$ cat src/design/c2br_pkg.sv
package c2br_pkg;

  localparam int KERNEL_DEF    = 3;
  localparam int MAX_WIDTH_DEF = 1024;

  localparam int DATA_W     = 16;
  localparam int WIDX_W     = 4;
  localparam int ACT_W      = 26;
  localparam int DIM_CFG_W  = 11;
  localparam int ROW_W      = 10;
  localparam int HEIGHT_CAP = 1024;
  localparam int FRAC_W     = 8;
  localparam int PROD_W     = 2 * DATA_W;
  localparam int ACT_MAX    = (2 ** ACT_W) - 1;

  localparam int APB_DW     = 32;
  localparam int APB_AW     = 4;

  localparam logic [DIM_CFG_W-1:0] WIDTH_RST  = DIM_CFG_W'(28);
  localparam logic [DIM_CFG_W-1:0] HEIGHT_RST = DIM_CFG_W'(28);
  localparam logic [DATA_W-1:0]    BIAS_RST   = '0;

  typedef enum logic [1:0] {
    REG_WIDTH  = 2'd0,
    REG_HEIGHT = 2'd1,
    REG_BIAS   = 2'd2
  } cfg_reg_t;

  typedef struct packed {
    logic [DIM_CFG_W-1:0] width;
    logic [DIM_CFG_W-1:0] height;
    logic [DATA_W-1:0]    bias;
  } cfg_t;

  typedef struct packed {
    logic valid;
    logic frame_end;
  } tag_t;

endpackage

$ cat src/design/c2br_cell.sv
module c2br_cell import c2br_pkg::*; (
  input  logic                     clk,
  input  logic                     rst_n,
  input  logic                     shift_en,
  input  logic                     load_en,
  input  logic signed [DATA_W-1:0] load_val,
  input  logic signed [DATA_W-1:0] shift_in,
  output logic signed [DATA_W-1:0] win_out,
  output logic signed [PROD_W-1:0] prod_out
);

  logic signed [DATA_W-1:0] win_r;
  logic signed [DATA_W-1:0] ker_r;
  logic signed [PROD_W-1:0] prod_r;

  always_ff @(posedge clk) begin
    if (!rst_n) begin
      win_r <= '0;
      ker_r <= '0;
    end else begin
      if (shift_en) begin
        win_r <= shift_in;
      end
      if (load_en) begin
        ker_r <= load_val;
      end
    end
  end

  always_ff @(posedge clk) begin
    if (shift_en) begin
      prod_r <= PROD_W'(shift_in * ker_r);
    end
  end

  assign win_out  = win_r;
  assign prod_out = prod_r;

endmodule

$ cat config.mk
export PLATFORM = sky130hd
export DESIGN_NAME = c2br_cell
export DESIGN_NICKNAME = d
export VERILOG_FILES = /design/src/design/c2br_pkg.sv /design/src/design/c2br_cell.sv
export SDC_FILE = /design/constraint.sdc
export NUM_CORES = 1
export LEC_CHECK = 0
export BUFFER_PORTS_ARGS = -buffer_cell sky130_fd_sc_hd__buf_2
export CAP_MARGIN = 10
export CORE_MARGIN = 3
export CORE_UTILIZATION = 45
export CTS_CLUSTER_DIAMETER = 200
export CTS_CLUSTER_SIZE = 20
export DETAILED_ROUTE_END_ITERATION = 7
export PLACE_DENSITY_LB_ADDON = 0.1
export SETUP_SLACK_MARGIN = 0.3
export SLEW_MARGIN = 20
export SYNTH_ARGS = -nofsm -noshare
export SYNTH_HDL_FRONTEND = slang
export SYNTH_SLANG_ARGS = --single-unit
$ cat constraint.sdc
create_clock -name clk -period 7.3 [get_ports clk]
set_input_delay 0.73 -clock clk [delete_from_list [all_inputs] [get_ports clk]]
set_output_delay 0.73 -clock clk [all_outputs]
set_load 0.01 [all_outputs]
* After elaboration in Yosys (flattened, before gate mapping) *
Index checks and enable logic that the tools add are counted.

word-level totals
  flip-flop bits (word level) = 64
  input port bits = 36
  output and inout bits = 48
  logic and storage cells = 4

operators by class
  $mul = 1

operator list
  operator                      count
  multiplier 16 x 16 -> 32 bit  1

* Depth between registers and ports, before layout *
  word-level depth = 1
  depth in mapped cells = 22
  mapped depth without buffers = 20

* Least setup slack after synthesis *
OpenSTA, ideal clock, no wires.

  kind = input to register
  from = input shift_in[15]
  to = register prod_r[30], in the netlist prod_out[30] (data pin)
  setup time = 262 ps
  data arrival time = 6,126 ps
  required time = 7,038 ps
  path slack = 912 ps
  cell stages on the path = 19
  buffers on the path = 1
  cells stage by stage = clkbuf_1 > nand2_1 > inv_1 > fa_1 > fa_1 > fa_1 > fa_1 > fa_1 > inv_1 > fa_1 > inv_1 > ha_1 > a21o_1 > o21a_1 > a311oi_2 > o22ai_1 > a211oi_2 > a21oi_1 > xor2_1

between the ends
  word-level cells in the longest chain between the ends = 1

RTL lines
  element                       RTL line         source
  from (decl)                   c2br_cell.sv:7   input logic signed [DATA_W-1:0] shift_in,
  multiplier 16 x 16 -> 32 bit  c2br_cell.sv:32  prod_r <= PROD_W'(shift_in * ker_r);
  to (signal assigned)          c2br_cell.sv:32
  to (decl)                     c2br_cell.sv:14  logic signed [PROD_W-1:0] prod_r;

No other way between the ends.
A chain may end at the register's enable or synchronous reset.

* Final worst setup path *
  from = register ker_r[1]
  to = register prod_r[30], in the netlist prod_out[30] (data pin)

between the ends
  word-level cells in the longest chain between the ends = 1

RTL lines
  element                       RTL line         source
  from (decl)                   c2br_cell.sv:13  logic signed [DATA_W-1:0] ker_r;
  from (signal assigned)        c2br_cell.sv:25  ker_r <= load_val;
  multiplier 16 x 16 -> 32 bit  c2br_cell.sv:32

No other way between the ends.

==> impl_metrics.json <==
{
  "synth_edf_count": 32,
  "port_buffers": 83,
  "worst_hold_path_type": "reg2reg",
  "utilization": 0.500,
  "highest_layer": "met4",
  "route.met2.wl_mm": 16.3,
  "seq_area_um2": 1600,
  "multi_input_comb_area_um2": 9170,
  "wl_met1_mm": 11.3,
  "endpoint": "prod_out[30]",
  "synth.top_cells.by_area": "fa_1 (44%), inv_1 (9.1%), ha_1 (8.5%), edfxtp_1 (8.0%), and2_1 (6.4%)",
  "place.gp.congestion": 0.813,
  "fmax_mhz": 154,
  "die_y_um": 169,
  "ctsResizeCount": 0,
  "worstSetupPathType": "reg2reg",
  "final_common_cell": "inv_1",
  "core_area_um2": 26100,
  "start_kind": "flip-flop",
  "drc": 0,
  "dp_cells": 1611,
  "diodes": 0,
  "reg2reg_to": "prod_out[30]",
  "totalWireLength_mm": 29.5,
  "grt_start_max_net_pins": 49,
  "wl_per_cell_um": 18.1,
  "drive_above_1_share": 0.0983,
  "fin_setup_tns_ns": 0,
  "clockBufferDepth": 2,
  "fin_skew_ns": 0.0142,
  "ys.flop_type": "edfxtp_1",
  "worst_pin_slew_ns": 0.810,
  "status": "finished clean",
  "post_cts_buffers": 0,
  "cp_max_fo": 12,
  "dpl_cell_area_um2": 12800,
  "rsz0062_at_grt": "no",
  "start_util": 0.460,
  "r2r_cells": 18,
  "cap_violations": 0,
  "h-tree-depth": 3,
  "grt_pass1_vias": 8982,
  "clk_pin_slew_ns": 0.06,
  "n_fill_cell": 2560,
  "drt_iter0_drc": 308,
  "cp.arrival_ns": 6.58,
  "vias": 8218,
  "drt-vias-per-instance": 5.05,
  "worst_slack_ns": 0.815,
  "clk_latency_ns": 0.35,
  "nets": 1667,
  "final_antenna_net_count": 0,
  "ys_types": 47,
  "ys_async_sr_fraction": 0,
  "p_per_area_nw_per_um2": 279,
  "top_level_ports": 84,
  "cts.sinks": 64,
  "fin_crit_sh": 0.888,
  "root_buffer": "clkbuf_16",
  "synth_top_area_share": 0.437,
  "antenna_found_initial": 0,
  "syn_to_final_growth_pct": 8.86,
  "ys_seq_elements": 64,
  "die_w_um": 169,
  "cts_buffers": 9,
  "cp.required_ns": 7.40,
  "ys_seq_area_frac": 0.133,
  "cts_tree": "done",
  "final_cell_count_no_fill": 1627,
  "finalHoldWorstSlack_ns": 0.511,
  "rows": 59,
  "max-slew-margin-rel": 0.460,
  "dieArea_um2": 28700,
  "fin_area_um2": 13100,
  "cts_hold_buf": 0,
  "hold_viol_final": 0,
  "layout_common_cells": "inv_1 (290), fa_1 (262), nand2_1 (128)",
  "hpwl_mm": 24.3,
  "yosys.area.top_type": "fa_1",
  "period_needed_ns": 6.49,
  "track_usage": 0.218,
  "rrSetupSlack_ns": 0.81,
  "first_pass_iters": 4,
  "dp_slack_ns": 0.478,
  "power.leakage_nw": 6.64,
  "end_kind": "flip-flop",
  "total_power_mw": 3.65,
  "r2r_start": "ker_r[1]",
  "slew_violations": 0,
  "synthCells": 1219,
  "grt_pass1_wl_mm": 47.9,
  "syn_nets": 1599,
  "yosys_warnings": 0,
  "synth_area_um2": 12000,
  "peakVddDrop_mv": 0.337,
  "cp-startpoint": "ker_r[1]",
  "syn_area_per_cell_um2": 9.85,
  "overflow": 0,
  "setup_viol": 0,
  "routed-wl-met3_mm": 1.08
}
-- report_power, final --
part / switching, mW / internal [mW] / leakage [nW]
sequential: 0.0442 / 0.571 / 0.580
clock: 0.199 / 0.230 / 0.125
combinational: 1.51 / 1.10 / 5.94
total: 1.76 / 1.90 / 6.64
-- worst min-delay path by stage --
stage,from,endpoint,slack (ns),depth (start not counted)
after global placement,win_out[2],win_out[2],0.50,2
after detailed placement,win_out[2],win_out[2],0.50,2
after floorplan,ker_r[15],ker_r[15],0.53,2
after global routing,win_out[2],win_out[2],0.56,2
after CTS,win_out[2],win_out[2],0.52,2
final,win_out[2],win_out[2],0.51,2
-- worst max-delay path, stage by stage, from the launching register on --
cell      delay (ns)
dfxtp_1         0.63
nand2_1         0.19
inv_1           0.15
fa_1            0.55
fa_1            0.86
fa_1            0.52
fa_1            0.51
fa_1            0.49
inv_1           0.05
fa_1            0.47
inv_1           0.04
ha_1            0.36
and3_1          0.21
o21a_1          0.19
a311oi_2        0.32
o22ai_1         0.16
a211oi_2        0.29
a21oi_1         0.12
xor2_1          0.16
-- per-layer routing --
layer / up-vias / track usage
li1: 3754 / -
met1: 4253 / 0.260
met2: 168 / 0.411
met3: 43 / 0.0238
met4: 0 / 0.0701
met5: - / 0
-- Yosys cell counts, drive strengths merged, types with 18 or more instances --
master  number
nor2        28
xnor2       27
mux2i       33
ha          82
inv        290
o21ai       18
nor2b       35
edfxtp      32
fa         262
and2       124
dfxtp       32
nand2      128
a21oi       21
clkbuf      39
-- logic make-up after synthesis --
group                    synth area share
AO/OA/AOI/OAI                      0.0461
XOR/XNOR                           0.0241
adder cells (fa/ha/maj)             0.522
buffers and inverters               0.104
flip-flops                          0.133
multiplexers                       0.0275
AND/OR/NAND/NOR                     0.143
-- sequential cells by signal (all words and copies together), names as in the netlist --
signal / flops
prod_out: 32
win_out: 16
ker_r: 16
-- area by class of cell --
class,count,area share
flip-flops and latches,64,0.122
clock buffers,9,0.0172
well taps,335,0.0321
inverters,290,0.0832
repair buffers,98,0.0404
clock inverters,7,0.00373
multi-input cells,824,0.701
Power figures use the tool's default switching activity.
