## src/design/c2br_pkg.sv

```systemverilog
package c2br_pkg;

  localparam int KERNEL_DEF    = 3;
  localparam int MAX_WIDTH_DEF = 1024;

  localparam int DATA_W     = 16;
  localparam int WIDX_W     = 4;
  localparam int ACT_W      = 26;
  localparam int DIM_CFG_W  = 11;
  localparam int ROW_W      = 10;
  localparam int HEIGHT_CAP = 1024;
  localparam int FRAC_W     = 8;
  localparam int PROD_W     = 2 * DATA_W;
  localparam int ACT_MAX    = (2 ** ACT_W) - 1;

  localparam int APB_DW     = 32;
  localparam int APB_AW     = 4;

  localparam logic [DIM_CFG_W-1:0] WIDTH_RST  = DIM_CFG_W'(28);
  localparam logic [DIM_CFG_W-1:0] HEIGHT_RST = DIM_CFG_W'(28);
  localparam logic [DATA_W-1:0]    BIAS_RST   = '0;

  typedef enum logic [1:0] {
    REG_WIDTH  = 2'd0,
    REG_HEIGHT = 2'd1,
    REG_BIAS   = 2'd2
  } cfg_reg_t;

  typedef struct packed {
    logic [DIM_CFG_W-1:0] width;
    logic [DIM_CFG_W-1:0] height;
    logic [DATA_W-1:0]    bias;
  } cfg_t;

  typedef struct packed {
    logic valid;
    logic frame_end;
  } tag_t;

endpackage

```

## src/design/c2br_cfg.sv

```systemverilog
module c2br_cfg import c2br_pkg::*; (
  input  logic              clk,
  input  logic              rst_n,
  input  logic              psel,
  input  logic              penable,
  input  logic              pwrite,
  input  logic [APB_AW-1:0] paddr,
  input  logic [APB_DW-1:0] pwdata,
  output logic [APB_DW-1:0] prdata,
  output logic              pready,
  output cfg_t              cfg
);

  cfg_t     cfg_r;
  cfg_reg_t idx;
  logic     wr_go;

  assign idx    = cfg_reg_t'(paddr[3:2]);
  assign wr_go  = psel && penable && pwrite;
  assign pready = 1'b1;
  assign cfg    = cfg_r;

  always_ff @(posedge clk) begin
    if (!rst_n) begin
      cfg_r.width  <= WIDTH_RST;
      cfg_r.height <= HEIGHT_RST;
      cfg_r.bias   <= BIAS_RST;
    end else if (wr_go) begin
      case (idx)
        REG_WIDTH:  cfg_r.width  <= pwdata[DIM_CFG_W-1:0];
        REG_HEIGHT: cfg_r.height <= pwdata[DIM_CFG_W-1:0];
        REG_BIAS:   cfg_r.bias   <= pwdata[DATA_W-1:0];
        default: ;
      endcase
    end
  end

  always_comb begin
    case (idx)
      REG_WIDTH:  prdata = APB_DW'(cfg_r.width);
      REG_HEIGHT: prdata = APB_DW'(cfg_r.height);
      REG_BIAS:   prdata = APB_DW'(cfg_r.bias);
      default:    prdata = '0;
    endcase
  end

endmodule

```

## config.mk

```make
export PLATFORM = sky130hd
export DESIGN_NAME = c2br_cfg
export DESIGN_NICKNAME = d
export VERILOG_FILES = /design/src/design/c2br_pkg.sv /design/src/design/c2br_cfg.sv
export SDC_FILE = /design/constraint.sdc
export NUM_CORES = 1
export LEC_CHECK = 0
export BUFFER_PORTS_ARGS = -buffer_cell sky130_fd_sc_hd__clkbuf_2
export CAP_MARGIN = 20
export CORE_UTILIZATION = 47
export DETAILED_ROUTE_END_ITERATION = 10
export MAX_ROUTING_LAYER = met4
export PLACE_DENSITY = 0.86
export SETUP_SLACK_MARGIN = 0.05
export SLEW_MARGIN = 20
export SYNTH_ARGS = -nofsm -noshare
export SYNTH_HDL_FRONTEND = slang
export SYNTH_SLANG_ARGS = --single-unit
```

## constraint.sdc

```tcl
create_clock -name clk -period 2.1 [get_ports clk]
set_input_delay 0.42 -clock clk [delete_from_list [all_inputs] [get_ports clk]]
set_output_delay 0.42 -clock clk [all_outputs]
set_load 0.02 [all_outputs]
```

## Word level (Yosys, flattened, before mapping)

Index checks and enable logic that the tools add are counted.

| operators by class | value |
|---|---|
| equal/unequal tests | 2 |
| muxes and demuxes | 1 |
| reductions and logical operators | 6 |

Operators by type and width:

| kind | number |
|---|---|
| one-hot mux 16 bit (3 select lines) | 1 |
| AND reduction 2 bit | 3 |
| equality test 2 x 1 -> 1 bit, second input constant | 1 |
| equality test 2 bit, second input constant | 1 |
| logical AND 1 bit | 2 |
| logical NOT 2 bit | 1 |

| word-level totals | value |
|---|---|
| input port bits | 41 |
| word-level logic and storage cells | 12 |
| output and inout port bits | 71 |
| bits in registers | 38 |

## Logic depth before layout (Yosys ltp)

| logic depth | value |
|---|---|
| depth in word-level cells | 3 |
| depth in mapped cells | 5 |

## Least setup slack after synthesis

OpenSTA, ideal clock, no wires.

| timing | value |
|---|---|
| path type | input -> output |
| from | input paddr[3] |
| to | output prdata[0] |
| required time | 1.680 ns |
| slack | 0.326 ns |
| arrival time | 1.354 ns |
| cell stages on the path | 4 |
| cells stage by stage | buf_6 > buf_2 > mux2i_1 > o21ai_0 |

| on the way | value |
|---|---|
| word-level cells in the longest chain between the ends | 2 |
| elaborated cells between the ends (all ways) | 4 |
| classes of those cells | eq/ne (2); mux (1); reduce/logical (1) |

RTL lines:

| what | RTL line | text |
|---|---|---|
| from (decl) | c2br_cfg.sv:7 | `input logic [APB_AW-1:0] paddr,` |
| equality test 2 bit, or another cell as far along | c2br_cfg.sv:39 | `case (idx)` |
| one-hot mux 16 bit (3 select lines) (*) | c2br_cfg.sv:39 |  |
| to (decl) | c2br_cfg.sv:9 | `output logic [APB_DW-1:0] prdata,` |

Mark *: on every way between the ends. The rest lies on a longest branch, timed or not.

## Final worst setup path

| timing | value |
|---|---|
| from | input paddr[3] |
| to | output prdata[5] |

The elaborated chain is that of the path after synthesis.

==> key figures <==
Detailed routing
  • Remaining DRCs: 0
  • Drt via density: 4.764
  • Initial DRC Count: 53
  • Wirelength per Cell: between 10 and 15 µm
  • 1st-pass router iterations: 4
  • Aggregate routed wire length: 4144 µm
  • Final ANT Viol Nets: 0
  • Via count: between 1500 and 2000

Floorplanning
  • # IOs: 112
  • DIE WIDTH: between 60 and 70 µm
  • Initial core utilization: 50.33%
  • Row cnt: 22
  • Die Y: around 65 µm
  • Core footprint: 3744 µm²
  • Die area: 4266 µm²

Setup path
  • CP max-delay cell: clkbuf_2
  • WP data arrival: 1410 ps
  • Buf/Inv on CP: 3
  • Critical Path Start Type: input port
  • Crit. Startpoint: paddr[3]
  • Crit path max-delay family: buffers and inverters
  • Worst r2r src: cfg[1]
  • Worst Path Max Fanout: 11
  • Data required time of the worst path: 1680 ps
  • Most frequent CP cell: clkbuf_2
  • Setup CP Type: input port to output pin
  • Cell Chain, Critical Path: clkbuf_2 > buf_4 > mux2i_1 > o21ai_0 > clkbuf_2
  • CP Capture Type: output pin
  • Worst stage delay on the critical path: 270 ps

Cells and area
  • ANT cells: 0
  • Fillers: 352
  • Layout area overhead: 26.49%
  • Register area: 760.7 µm²
  • Max reg flops: 38
  • Ratio of cells with drive above 1 in the final layout: 33.45%
  • Footprint of the multi-input gates: 972.2 µm²
  • Nets: 327

STA
  • Fmax: 0.5468 GHz
  • Clk_skew: 0 ps
  • Setup tns final: 0 ps
  • Minimum clock period: 1829 ps
  • Endpoints failing hold: 0
  • Slew Limit Fails: 0
  • RSZ-0062 raised after global routing: false
  • Final Cycle Share: 87.09%
  • Post-route setup slack: 271.0 ps
  • # setup viols final: 0

Clocking
  • Clock tree buffer depth: 2
  • Post-CTS setup buffers: 0
  • TritonCTS Buffers: 5
  • Cts hold-fix bufs: 0
  • CTS sink count: 38
  • Cts repair resizes: 0
  • CTS tree: yes
  • Worst-skew pair later-pin latency: 280 ps
  • Clock transition at path regs: 70 ps
  • H-tree Lvls: 2
  • Clk root buf: clkbuf_8

Power
  • Pwr per Cell Area: roughly 700 nW/µm²
  • Worst IR Drop VDD: 0.4528 mV
  • LEAKAGE: 1.162 nW

Placed design
  • Place WS: 253.4 ps
  • Port Buffer Count: 76
  • Placer congestion estimate: 0.7097
  • Dpl hpwl: 3174 µm

Yosys
  • Yosys cell types: 15
  • Syn Std Cell Area: roughly 1900 µm²
  • Sequential element share of the synthesized area: 40.37%
  • Synth Instances: 210
  • Top cell type's share of synthesized area: 40.37%
  • Post-Syn Area per Cell: between 8 and 9 µm²
  • Largest area contributor in the netlist: dfxtp_1
  • Main area contributors after synthesis: dfxtp_1 (40%), mux2i_1 (26%), nand2_1 (12%), buf_4 (7.6%), nor2b_1 (3.7%)
  • Post-synthesis register bit count: 38
  • YS warnings: 0

Outcome
  • Status: complete, no violations

GRT
  • Initial antenna violation count: 0
  • Pin count of the biggest net entering global routing: 26
  • First-pass GRT wire length: 6430 µm
  • Vias in the first global route: 1418
  • GR Util All Layers: 20.18%
  • Total grt overflow: 0

Hold path
  • Worst hold-check path type: input port to flop
  • Hold Startpoint: pwdata[14]

Job
  • Max-cap violations: 0
-- cell type report --
type	instances	share of cell area, %
Sequential cell	38	31.92
Timing Repair Buffer	85	18.79
Clock buffer	6	3.465
Clock inverter	2	2.520
Tap cell	48	2.520
Multi-Input combinational cell	156	40.79
-- layer usage --
metal | wire length, µm | track usage (%) | vias to the layer above
met1 | 1871 | 23.20 | 738
met4 | 29 | 4.891 | 0
met3 | 190 | 3.819 | 4
met2 | 2052 | 35.95 | 54
met5 | 0 | - | -
li1 | - | - | 800
-- cells by family after synthesis --
family	Yosys count	synth area share (%)
flip-flops	38	40.37
AO/OA/AOI/OAI	11	2.921
AND/OR/NAND/NOR	79	18.99
other	2	0.3986
buffers and inverters	31	11.29
multiplexers	49	26.03
-- cells in the mapped netlist --
cell and instances:
or3_4 1, conb_1 2, nor3b_2 1, nand2_1 59, o21ai_0 11, buf_2 2
buf_4 19, buf_6 3, mux2i_1 49, nand3_1 1, nor3b_1 1, clkbuf_1 7
dfxtp_1 38, and2_1 5, nor2b_1 11
-- per-stage QoR --
stage / power [mW] / hold slack, ps / utilization [%] / instance area (µm²) / cells
after floorplan: 0.8953 / 540.9 / - / 1941 / 225
final: 1.664 / 368.7 / 63.67 / 2384 / 335
after detailed placement: 0.9284 / 461.1 / 59.86 / 2241 / 327
after global placement: 0.9248 / 454.2 / 59.86 / 2241 / 327
after global routing: 1.735 / 366.5 / 63.67 / 2384 / 335
after CTS: 1.686 / 361.0 / 63.67 / 2384 / 335
-- cells in the final DEF, fill, tap and decap left out --
cell type,synthesis,routed
nor2b_1,11,11
and2_1,5,5
o21ai_0,11,11
dfxtp_1,38,38
nand2_1,59,59
nor3b_2,1,2
mux2i_1,49,49
bufinv_16,0,2
or3_4,1,1
clkbuf_2,0,76
buf_4,19,9
clkbuf_8,0,6
nand3_1,1,1
conb_1,2,17
-- worst register-to-register path: stages, from the launching register on --
cell and delay [ps]:
dfxtp_1 370, nand2_1 70, mux2i_1 150
-- report_power, final --
group / internal, mW / total [mW] / switching, mW
registers: 0.730 / 0.737 / 0.00720
clock network: 0.507 / 0.753 / 0.246
logic: 0.0586 / 0.175 / 0.116
total: 1.29 / 1.66 / 0.369
-- final timing paths --
| kind | end | slack (ps) | depth (start not counted) |
|---|---|---|---|
| worst min-delay path | cfg[14] | 370 | 3 |
| worst max register to register | cfg[1] | 1450 | 2 |
| worst max-delay path | prdata[5] | 270 | 5 |
| worst min register to register | cfg[12] | 470 | 2 |
(Power assumes the default switching activity.)
