`src/design/c2br_pkg.sv`:
```
package c2br_pkg;

  localparam int KERNEL_DEF    = 3;
  localparam int MAX_WIDTH_DEF = 1024;

  localparam int DATA_W     = 16;
  localparam int WIDX_W     = 4;
  localparam int ACT_W      = 26;
  localparam int DIM_CFG_W  = 11;
  localparam int ROW_W      = 10;
  localparam int HEIGHT_CAP = 1024;
  localparam int FRAC_W     = 8;
  localparam int PROD_W     = 2 * DATA_W;
  localparam int ACT_MAX    = (2 ** ACT_W) - 1;

  localparam int APB_DW     = 32;
  localparam int APB_AW     = 4;

  localparam logic [DIM_CFG_W-1:0] WIDTH_RST  = DIM_CFG_W'(28);
  localparam logic [DIM_CFG_W-1:0] HEIGHT_RST = DIM_CFG_W'(28);
  localparam logic [DATA_W-1:0]    BIAS_RST   = '0;

  typedef enum logic [1:0] {
    REG_WIDTH  = 2'd0,
    REG_HEIGHT = 2'd1,
    REG_BIAS   = 2'd2
  } cfg_reg_t;

  typedef struct packed {
    logic [DIM_CFG_W-1:0] width;
    logic [DIM_CFG_W-1:0] height;
    logic [DATA_W-1:0]    bias;
  } cfg_t;

  typedef struct packed {
    logic valid;
    logic frame_end;
  } tag_t;

endpackage

```
`src/design/c2br_sum_tree.sv`:
```
module c2br_sum_tree import c2br_pkg::*; #(
  parameter int N     = KERNEL_DEF * KERNEL_DEF,
  parameter int OUT_W = PROD_W + $clog2(KERNEL_DEF * KERNEL_DEF)
) (
  input  logic                     clk,
  input  logic                     rst_n,
  input  logic                     adv,
  input  logic signed [PROD_W-1:0] prod_in [N],
  input  tag_t                     in_tag,
  output logic signed [OUT_W-1:0]  sum,
  output tag_t                     out_tag
);

  localparam int LEVELS = $clog2(N);

  logic signed [OUT_W-1:0] lvl_r [LEVELS][N];
  logic signed [OUT_W-1:0] pad   [LEVELS][2*N];
  tag_t                    tag_r [LEVELS];

  always_comb begin
    for (int l = 0; l < LEVELS; l++) begin
      for (int k = 0; k < 2 * N; k++) begin
        pad[l][k] = '0;
      end
    end
    for (int k = 0; k < N; k++) begin
      pad[0][k] = OUT_W'(prod_in[k]);
    end
    for (int l = 1; l < LEVELS; l++) begin
      for (int k = 0; k < N; k++) begin
        pad[l][k] = lvl_r[l-1][k];
      end
    end
  end

  always_ff @(posedge clk) begin
    if (adv) begin
      for (int l = 0; l < LEVELS; l++) begin
        for (int k = 0; k < N; k++) begin
          lvl_r[l][k] <= pad[l][2*k] + pad[l][2*k+1];
        end
      end
    end
  end

  always_ff @(posedge clk) begin
    if (!rst_n) begin
      for (int l = 0; l < LEVELS; l++) begin
        tag_r[l] <= '0;
      end
    end else if (adv) begin
      tag_r[0] <= in_tag;
      for (int l = 1; l < LEVELS; l++) begin
        tag_r[l] <= tag_r[l-1];
      end
    end
  end

  assign sum     = lvl_r[LEVELS-1][0];
  assign out_tag = tag_r[LEVELS-1];

endmodule
```
`config.mk`:
```
export PLATFORM = sky130hd
export DESIGN_NAME = c2br_sum_tree
export DESIGN_NICKNAME = d
export VERILOG_FILES = /design/src/design/c2br_pkg.sv /design/src/design/c2br_sum_tree.sv
export SDC_FILE = /design/constraint.sdc
export NUM_CORES = 1
export LEC_CHECK = 0
export BUFFER_PORTS_ARGS = -buffer_cell sky130_fd_sc_hd__buf_2
export CAP_MARGIN = 20
export CORE_MARGIN = 1
export CORE_UTILIZATION = 40
export DETAILED_ROUTE_END_ITERATION = 7
export MAX_ROUTING_LAYER = met4
export PLACE_DENSITY = 0.66
export SKIP_LAST_GASP = 1
export SLEW_MARGIN = 30
export SYNTH_ARGS = -nofsm -noshare
export SYNTH_HDL_FRONTEND = slang
export SYNTH_SLANG_ARGS = --single-unit
export TNS_END_PERCENT = 100
```
`constraint.sdc`:
```
create_clock -name clk -period 4.9 [get_ports clk]
set_clock_uncertainty 0.2 [all_clocks]
set_input_delay 0.98 -clock clk [delete_from_list [all_inputs] [get_ports clk]]
set_output_delay 0.98 -clock clk [all_outputs]
set_load 0.01 [all_outputs]
```
## Word level (Yosys, flattened, before mapping)

Memory sizes are Yosys's and may differ from the RTL's.
Cells that the tools add are included.

- Bits in registers: 0
- Bits of input ports: 293
- Memories: 2
- Memory bits (writable): 728

Memory list:

| name | depth | width | rd ports | clocked after memory_dff | write ports | RTL line | source |
|---|---|---|---|---|---|---|---|
| lvl_r | 4 | 180 | 4 | 0 | 4 | c2br_sum_tree.sv:16 | `logic signed [OUT_W-1:0] lvl_r [LEVELS][N];` |
| tag_r | 4 | 2 | 4 | 0 | 4 | c2br_sum_tree.sv:18 | `tag_t tag_r [LEVELS];` |

- Muxes and demuxes: 9
- Add/subtract/negate cells: 16
- Bitwise gates (word level): 4

Operator list:

| cell | count |
|---|---|
| 36-bit adder | 6 |
| 32-bit by 32-bit adder with 33-bit output | 4 |
| 36-bit adder (both inputs constant) | 3 |
| 36-bit adder (second input constant) | 3 |
| 2-bit 2-to-1 mux | 4 |
| 1-bit 2-to-1 mux | 5 |
| 1-bit bitwise OR | 4 |

## Logic depth before layout (Yosys ltp)

Gate-level depths: netlist (run 1).

- Word-level depth: 4
- Mapped depth: 12
- Gate-level depth less buffers: 12

## Worst setup path after synthesis (run 1)

OpenSTA, ideal clock, no wires.

- Kind: input to register
- Start: input port prod_in[160] in the netlist's numbering
- End: memory lvl_r[0][136] in the netlist's numbering (data pin)
- Path buffers: 0
- Path slack: 1.013 ns
- Stages on the path: 11
- Data arrival time: 3.421 ns
- Library setup time: 0.265 ns
- Path through: ha_1 > fa_1 > a21o_1 > a21oi_1 > o211ai_1 > a2111oi_4 > nor4_1 > or2_2 > a21oi_1 > o21ai_0 > xor2_1

RTL lines:

| element | RTL line | source |
|---|---|---|
| start: declaration | c2br_sum_tree.sv:8 | `input logic signed [PROD_W-1:0] prod_in [N],` |
| end: declaration | c2br_sum_tree.sv:16 |  |

==> reports/qor.txt, run 1 <==
Final period util -> 79.1%
post-route ant nets -> 0
total power -> 14.7 mW
most frequent cells in the layout -> edfxtp_1 (380), buf_2 (329), ha_1 (264)
final net count -> 3,219
GRT Total Usage -> 20.2%
Area growth syn-to-layout -> 15.8%
IO Pins -> 331
CTS Buf Count -> 42
worst hold path class -> flip-flop to flip-flop
Worst EP required -> 5.02 ns
startpoint types -> input pin
Starting Density -> 40.7%
final setup fails -> 0
Crit path arrival time -> 4.00 ns
drt first pass iters -> 6
cell area after synthesis -> 25,300 µm²
die width -> 254 µm
async set-or-reset flop fraction in the synthesized netlist -> 0%
Slew headroom -> 47.3%
post-cts resize count -> 0
GRT overflow -> 0
# fillers -> 5,773
CORE AREA -> 62,200 µm²
via count -> 19,300
postcts setup bufs -> 0
outcome -> finished clean
shortest period the worst path allows -> 3.88 ns
hold_buf cts -> 0
P_leak -> 12.5 nW
final cell count without fillers -> 3,524
DRC viols -> 0
Worst R2R Start -> lvl_r[2][108]$_DFFE_PP_
antenna cells -> 0
post-DR vias/cell -> 5.48
synth unique cells -> 80
die height -> 254 µm
initial antenna violation count -> 0
share of cells above drive strength 1 -> 16.4%
Root Buffer -> clkbuf_16
cell row count -> 91
Yosys Warn Count -> 0
Clock Latency Late Sink -> 0.59 ns
post-synthesis register bit count -> 380
maximum VDD drop -> 0.262 mV
clk sinks -> 380
maxcap violations -> 0
Placed Instances -> 3,447
Post-Syn Nets -> 2,900
reg2reg end -> lvl_r[3][178]$_DFFE_PP_
Seq/Total Area, Yosys -> 45.1%
CP Launch Point -> prod_in[160]
H-tree depth -> 2
global-route wire length before repair -> 100 mm
commonest non-fill, non-tap cell in the layout -> edfxtp_1
largest net degree at the start of global routing -> 96
final WL -> 63.9 mm
RSZ-0062 raised after global routing -> no
Slew @ Worst Pin -> 0.771 ns
pre-CTS setup slack -> 0.476 ns
end point of the critical path -> lvl_r[0][134]$_DFFE_PP_
Hold Violations, Final -> 0
Detailed Route Iter0 Violations -> 1,327
Final TNS setup -> 0 ns
port bufs -> 330
crit-path max FO -> 3
DP HPWL -> 50.9 mm
Worst Reg-to-Reg Cells -> 11
vias in the first global route -> 19,100
Post-synth EDFFs -> 380
fin worst setup slack -> 1.02 ns
r2r setup slk -> 1.17 ns
GP Congestion -> 0.903
CTS clk-pin slew, worst paths -> 0.06 ns
worst hold margin -> 0.214 ns
CP Capture Type -> flip-flop
Avg Inst Size Synth -> 10.8 µm²
DR WL/cell -> 18.1 µm
WS Path Type -> input pin to flip-flop
maximum clock path buffer count -> 3
fmax -> 0.258 GHz
die area -> 64,300 µm²
CTS tree -> built
Power Density -> 501 nW/µm²
Top FF cell, synth -> edfxtp_1
cell count after synthesis -> 2,335
max-slew violation count -> 0
synthesized netlist by cell type (11+ instances only):
cell | instances | area, µm²
nand2b_1 | 24 | 150
nor2_1 | 125 | 469
a211oi_1 | 24 | 180
xor2_1 | 88 | 771
a21o_1 | 172 | 1290
nand4_1 | 35 | 219
nor3_1 | 26 | 130
and3_1 | 34 | 213
and4_1 | 13 | 114
o21a_1 | 25 | 188
edfxtp_1 | 380 | 11400
nand2_1 | 131 | 492
nor2b_1 | 27 | 169
o211ai_1 | 24 | 180
a21oi_1 | 234 | 1170
o31ai_1 | 16 | 120
xnor2_1 | 143 | 1250
nand3_1 | 46 | 230
inv_1 | 66 | 248
a31oi_1 | 36 | 225
o21ai_0 | 112 | 561
a2111oi_0 | 11 | 96.3
clkbuf_1 | 62 | 233
o21bai_1 | 43 | 323
ha_1 | 264 | 3300
logic make-up (layout without fill, tap and decap cells):
kind of cell,Yosys count,count (layout),share of synthesized area (%)
xor+xnor,231,231,7.99
flops,380,380,45.1
buf+inv,131,483,1.97
compound gates,802,802,21.0
simple gates,515,515,10.1
mux,4,4,0.163
fa+ha+maj,272,272,13.7
worst min-delay path by stage:
stage | start | endpoint | cells after the start
4_1_cts | lvl_r[1][97]$_DFFE_PP_ | lvl_r[2][133]$_DFFE_PP_ | 0
3_5_place_dp | lvl_r[0][8]$_DFFE_PP_ | lvl_r[1][80]$_DFFE_PP_ | 0
3_3_place_gp | lvl_r[0][35]$_DFFE_PP_ | lvl_r[1][107]$_DFFE_PP_ | 0
5_1_grt | lvl_r[0][24]$_DFFE_PP_ | lvl_r[1][96]$_DFFE_PP_ | 0
2_1_floorplan | lvl_r[0][28]$_DFFE_PP_ | lvl_r[1][100]$_DFFE_PP_ | 0
6_report | lvl_r[0][13]$_DFFE_PP_ | lvl_r[1][85]$_DFFE_PP_ | 0
state kept, by name, summed over array words and instances (netlist names):
register  count
lvl_r       372
tag_r         8
report_power, final:
part / leakage [nW] / total, mW / internal [mW] / switching (mW)
Combinational: 8.08 / 6.34 / 2.65 / 3.70
Clock: 0.680 / 3.22 / 1.92 / 1.30
Sequential: 3.73 / 5.12 / 4.80 / 0.317
critical path, stage by stage:
cell       delay, ns
buf_2           0.10
ha_1            0.30
fa_1            0.44
a21o_1          0.20
a21oi_1         0.28
o211ai_1        0.23
a2111oi_4       0.43
nor4_1          0.15
o41ai_2         0.51
o21ai_1         0.11
a21oi_1         0.19
xnor2_1         0.08
stage by stage:
| stage | instance area, µm² | util, % |
|---|---|---|
| floorplan | 25300 | - |
| global placement | 27900 | 44.9 |
| detailed placement | 27900 | 44.9 |
| CTS | 29300 | 47.2 |
| global route | 29300 | 47.2 |
| finish | 29300 | 47.2 |
final cells by class:
| class | instances | area (µm²) | area share (%) |
|---|---|---|---|
| Multi-Input combinational cell | 1824 | 13400 | 45.7 |
| Tap cell | 837 | 1050 | 3.57 |
| Timing Repair Buffer | 340 | 1770 | 6.05 |
| Clock buffer | 53 | 1090 | 3.73 |
| Inverter | 66 | 248 | 0.845 |
| Clock inverter | 24 | 332 | 1.13 |
| Sequential cell | 380 | 11400 | 38.9 |
routing by layer:
layer / GRT usage, % / vias up / part of all wire [%]
li1: - / 9589 / -
met1: 26.0 / 9100 / 46
met2: 33.6 / 523 / 48
met3: 2.46 / 97 / 4.3
met4: 5.13 / 0 / 2.2
met5: - / - / 0
Note: power is estimated with default switching activity, not from simulation.
==> run 2, diff against run 1 <==
- PLACE_DENSITY: 0.66 -> 0.68
- clock period: 4.9 -> 3.35 ns (I/O delays scaled with it)
==> run 2 against run 1 <==
Against the previous run: total power is 53% higher; critical path depth is 1 lower; worst setup slack worse by 1.0 ns; clock-buffer cell count is 3 lower; core utilization is 2.7 points higher; hold slack worse by 0.12 ns; flip-flop and latch count stayed put; routed wire length is 3.5% higher; final area is 5.7% higher; combinational power is 58% higher; via count is 4.3% higher; first-iteration DRC count is 6.6% higher; largest power group unchanged.
==> reports/qor.txt, run 2 (same netlist as run 1, synthesis figures left out) <==
final WL -> 66.1 mm
CTS clk-pin slew, worst paths -> 0.06 ns
placed cell areas -> 29,400 µm²
final net count -> 3,416
share of cells above drive strength 1 -> 23.1%
max reg flops -> 372
largest net degree at the start of global routing -> 66
WS Path Type -> flip-flop to flip-flop
worst hold path class -> input pin to flip-flop
Hold Violations, Final -> 0
Detailed Route Iter0 Violations -> 1,414
Starting Density -> 40.7%
registers with the most flip-flops -> lvl_r (372), tag_r (8)
die height -> 254 µm
antenna cells -> 0
port bufs -> 330
CORE AREA -> 62,200 µm²
Slew @ Worst Pin -> 0.674 ns
GP Congestion -> 0.909
fmax -> 0.299 GHz
maximum VDD drop -> 0.418 mV
crit-path max FO -> 3
global-route wire length before repair -> 104 mm
most frequent cells in the layout -> edfxtp_1 (380), buf_2 (329), ha_1 (260)
H-tree depth -> 2
via count -> 20,100
max-slew violation count -> 0
Power Density -> 723 nW/µm²
die width -> 254 µm
DRC viols -> 0
post-route ant nets -> 0
GRT Total Usage -> 20.8%
IO Pins -> 331
CTS Buf Count -> 42
CTS tree -> built
CP Capture Type -> flip-flop
Crit path arrival time -> 3.45 ns
Clock Latency Late Sink -> 0.56 ns
die area -> 64,300 µm²
final setup fails -> 0
post-DR vias/cell -> 5.42
Slew headroom -> 55.0%
vias in the first global route -> 20,100
initial antenna violation count -> 0
maxcap violations -> 0
P_leak -> 13.5 nW
Final TNS setup -> 0 ns
cell row count -> 91
Final period util -> 99.8%
largest register by flop count -> lvl_r
Design Area, Final -> 31,000 µm²
Worst EP required -> 3.45 ns
GRT overflow -> 0
# fillers -> 5,668
commonest non-fill, non-tap cell in the layout -> edfxtp_1
Root Buffer -> clkbuf_16
RSZ-0062 raised after global routing -> yes
Area growth syn-to-layout -> 22.3%
outcome -> finished clean
DR WL/cell -> 17.8 µm
shortest period the worst path allows -> 3.34 ns
worst hold margin -> 0.0888 ns
clk sinks -> 380
startpoint types -> flip-flop
maximum clock path buffer count -> 3
DP HPWL -> 53.0 mm
drt first pass iters -> 6
run 2: changes by cell type in the layout (fill, tap and decap cells not counted), sizes merged:
cell      before  now
buf          340  537
bufinv         6    9
clkbuf        53   50
inv           69   67
clkinvlp       3    2
run 2: layer usage:
layer	vias to the layer above	GRT usage, %	routed length (µm)
met3	104	1.98	2620
li1	9994	-	-
met5	-	-	0
met4	0	5.71	1530
met2	515	35.5	32400
met1	9529	26.3	29500
run 2: path summary, 6_finish.rpt:
kind	start	endpoint	slack, ns	cells past startpoint
max	lvl_r[1][108]$_DFFE_PP_	lvl_r[2][176]$_DFFE_PP_	0.006	11
max reg2reg	lvl_r[1][108]$_DFFE_PP_	lvl_r[2][176]$_DFFE_PP_	0.006	11
min	prod_in[30]	lvl_r[0][30]$_DFFE_PP_	0.09	1
min reg2reg	lvl_r[0][17]$_DFFE_PP_	lvl_r[1][89]$_DFFE_PP_	0.21	0
run 2: power breakdown:
group,switching (mW),internal [mW]
clock,1.83,3.03
combinational,5.59,4.42
sequential,0.490,7.02
run 2: final cells by class:
cell class,instances,area (µm²),share of cell area (%)
Tap cell,837,1050,3.38
Clock inverter,24,347,1.12
Timing Repair Buffer,537,3250,10.5
Clock buffer,50,1100,3.56
Inverter,66,248,0.800
Sequential cell,380,11400,36.8
Multi-Input combinational cell,1824,13600,43.8
run 2: what timing repair did:
item	in CTS	in global routing
pin swaps	2	11
endpoints found under the hold margin	0	0
setup endpoints to repair	10	31
gates resized for setup	9	22
setup buffers	0	3
hold buffers	0	0
run 2: worst max-delay path, cell delays in order, from the launching register on:
cell and delay [ns]:
edfxtp_1 0.37, ha_1 0.25, fa_1 0.43, a211oi_1 0.27, nor2_1 0.12, o221ai_1 0.27
a21oi_1 0.21, a22oi_2 0.23, o31ai_1 0.15, nand3_1 0.12, mux2i_1 0.08, a2111o_1 0.39
run 2: per-stage QoR:
| stage | setup slack [ns] | utilization [%] | power [mW] | cells |
|---|---|---|---|---|
| 3_3_place_gp | -0.414 | 47.2 | 17.2 | 3641 |
| 4_1_cts | 0.0105 | 49.6 | 22.4 | 3715 |
| 3_5_place_dp | -0.427 | 47.2 | 17.4 | 3641 |
| 6_report | 0.00585 | 49.8 | 22.4 | 3718 |
| 5_1_grt | -0.125 | 49.8 | 23.8 | 3718 |
| 2_1_floorplan | 0.00231 | - | 14.1 | 2335 |
==> run 3, diff against run 2 <==
- CORE_MARGIN: 1 -> 5
- RECOVER_POWER: unset -> 25
==> run 3 against run 2 <==
Against the previous run: the run now ends with max-capacitance violations, max-slew violations left; critical path depth grew 2; hold slack got worse by 0.0016 ns; final area is 0.39% lower; highest routed layer unchanged.
==> reports/qor.txt, run 3 (same netlist as run 1, synthesis figures left out) <==
cell row count -> 92
share of cells above drive strength 1 -> 22.9%
crit-path max FO -> 4
commonest non-fill, non-tap cell in the layout -> edfxtp_1
startpoint types -> flip-flop
largest stage delay on the critical path -> 0.36 ns
maxcap violations -> 1
Final period util -> 98.3%
GRT Total Usage -> 19.1%
Root Buffer -> clkbuf_16
via count -> 19,900
fmax -> 0.304 GHz
HP Start -> prod_in[9]
shortest period the worst path allows -> 3.29 ns
Clock Latency Late Sink -> 0.56 ns
GRT overflow -> 0
CTS clk-pin slew, worst paths -> 0.06 ns
DR WL/cell -> 17.6 µm
Placed Instances -> 3,637
die area -> 68,400 µm²
post-DR vias/cell -> 5.35
initial antenna violation count -> 1
CP max stage cell -> edfxtp_1
die height -> 262 µm
die width -> 262 µm
P_leak -> 13.4 nW
# fillers -> 5,752
WP buf/inv -> 2
fin worst setup slack -> 0.0578 ns
H-tree depth -> 2
worst hold path class -> input pin to flip-flop
max reg flops -> 372
total power -> 22.0 mW
CP Capture Type -> flip-flop
Power Density -> 713 nW/µm²
IO Pins -> 331
RSZ-0062 raised after global routing -> yes
vias in the first global route -> 19,900
Starting Density -> 40.3%
Area growth syn-to-layout -> 21.9%
maximum VDD drop -> 0.388 mV
registers with the most flip-flops -> lvl_r (372), tag_r (8)
CP Cell Sequence -> ha_1, fa_2, a21oi_2, o31ai_1, a21o_1, o211ai_1, buf_4, o31ai_1, a221oi_1, buf_4, o21ai_0, a21o_1, xor2_1
pre-CTS setup slack -> -0.491 ns
DP HPWL -> 52.9 mm
CTS tree -> built
Slew headroom -> -7.38%
global-route wire length before repair -> 104 mm
Slew @ Worst Pin -> 1.61 ns
largest net degree at the start of global routing -> 81
CP Launch Point -> lvl_r[0][36]$_DFFE_PP_
hold_buf cts -> 0
maximum clock path buffer count -> 3
Worst R2R Start -> lvl_r[0][36]$_DFFE_PP_
CTS Buf Count -> 43
DRC viols -> 0
failing checks -> max-capacitance violations, max-slew violations
drt first pass iters -> 5
clk sinks -> 380
CORE AREA -> 62,900 µm²
most frequent cells in the layout -> edfxtp_1 (380), buf_2 (327), ha_1 (260)
Worst EP required -> 3.45 ns
post-route ant nets -> 0
largest register by flop count -> lvl_r
final setup fails -> 0
Hold Violations, Final -> 0
max-slew violation count -> 61
Crit path arrival time -> 3.39 ns
final WL -> 65.5 mm
Final TNS setup -> 0 ns
outcome -> complete, but fails checks
WS Path Type -> flip-flop to flip-flop
final cell count without fillers -> 3,724
GP Congestion -> 0.896
port bufs -> 330
Detailed Route Iter0 Violations -> 1,311
critical path's top delay family -> compound AO/OA/AOI/OAI gates
final net count -> 3,408
run 3: what timing repair did:
action / in CTS / in global routing
cloned: 0 / 0
setup buffers: 3 / 4
pin swaps: 4 / 14
endpoints found under the setup margin: 11 / 35
resized for setup: 12 / 28
run 3: cell type report:
cell class	count	area (µm²)	area share, %
Clock buffer	55	1140	3.70
Antenna cell	1	2.50	0.00811
Multi-Input combinational cell	1824	13600	44.1
Timing Repair Buffer	528	3180	10.3
Tap cell	846	1060	3.43
Clock inverter	24	218	0.706
Sequential cell	380	11400	37.0
Inverter	66	248	0.803
run 3: path summary, 6_finish.rpt:
kind,to,slack (ns),cells after the start
min,lvl_r[0][9]$_DFFE_PP_,0.09,1
max,lvl_r[1][136]$_DFFE_PP_,0.06,13
max reg2reg,lvl_r[1][136]$_DFFE_PP_,0.06,13
min reg2reg,lvl_r[1][101]$_DFFE_PP_,0.22,0
run 3: power by group:
group / switching [mW] / internal, mW / total [mW]
clock: 1.85 / 2.65 / 4.51
sequential: 0.488 / 7.03 / 7.51
combinational: 5.58 / 4.41 / 9.99
run 3: worst register-to-register path: cells and delay by family, from the launching register on:
kind / cells / cell delay (ns)
fa+ha+maj: 2 / 0.60
xor+xnor: 1 / 0.16
compound gates: 8 / 1.38
flops: 1 / 0.36
buf+inv: 2 / 0.34
run 3: metrics by stage:
stage	cell area (µm²)	hold slack, ns	util, %
2_1_floorplan	25300	0.200	-
3_3_place_gp	29300	0.206	46.6
3_5_place_dp	29300	0.205	46.6
4_1_cts	30700	0.0472	48.9
5_1_grt	30900	0.0564	49.1
6_report	30900	0.0872	49.1
run 3: layer usage:
layer,vias up,share of wire [%],global-route usage (%)
met5,-,0,-
met4,0,2.1,4.64
met3,70,4.0,1.89
met2,476,49,32.0
met1,9426,45,25.0
li1,9969,-,-
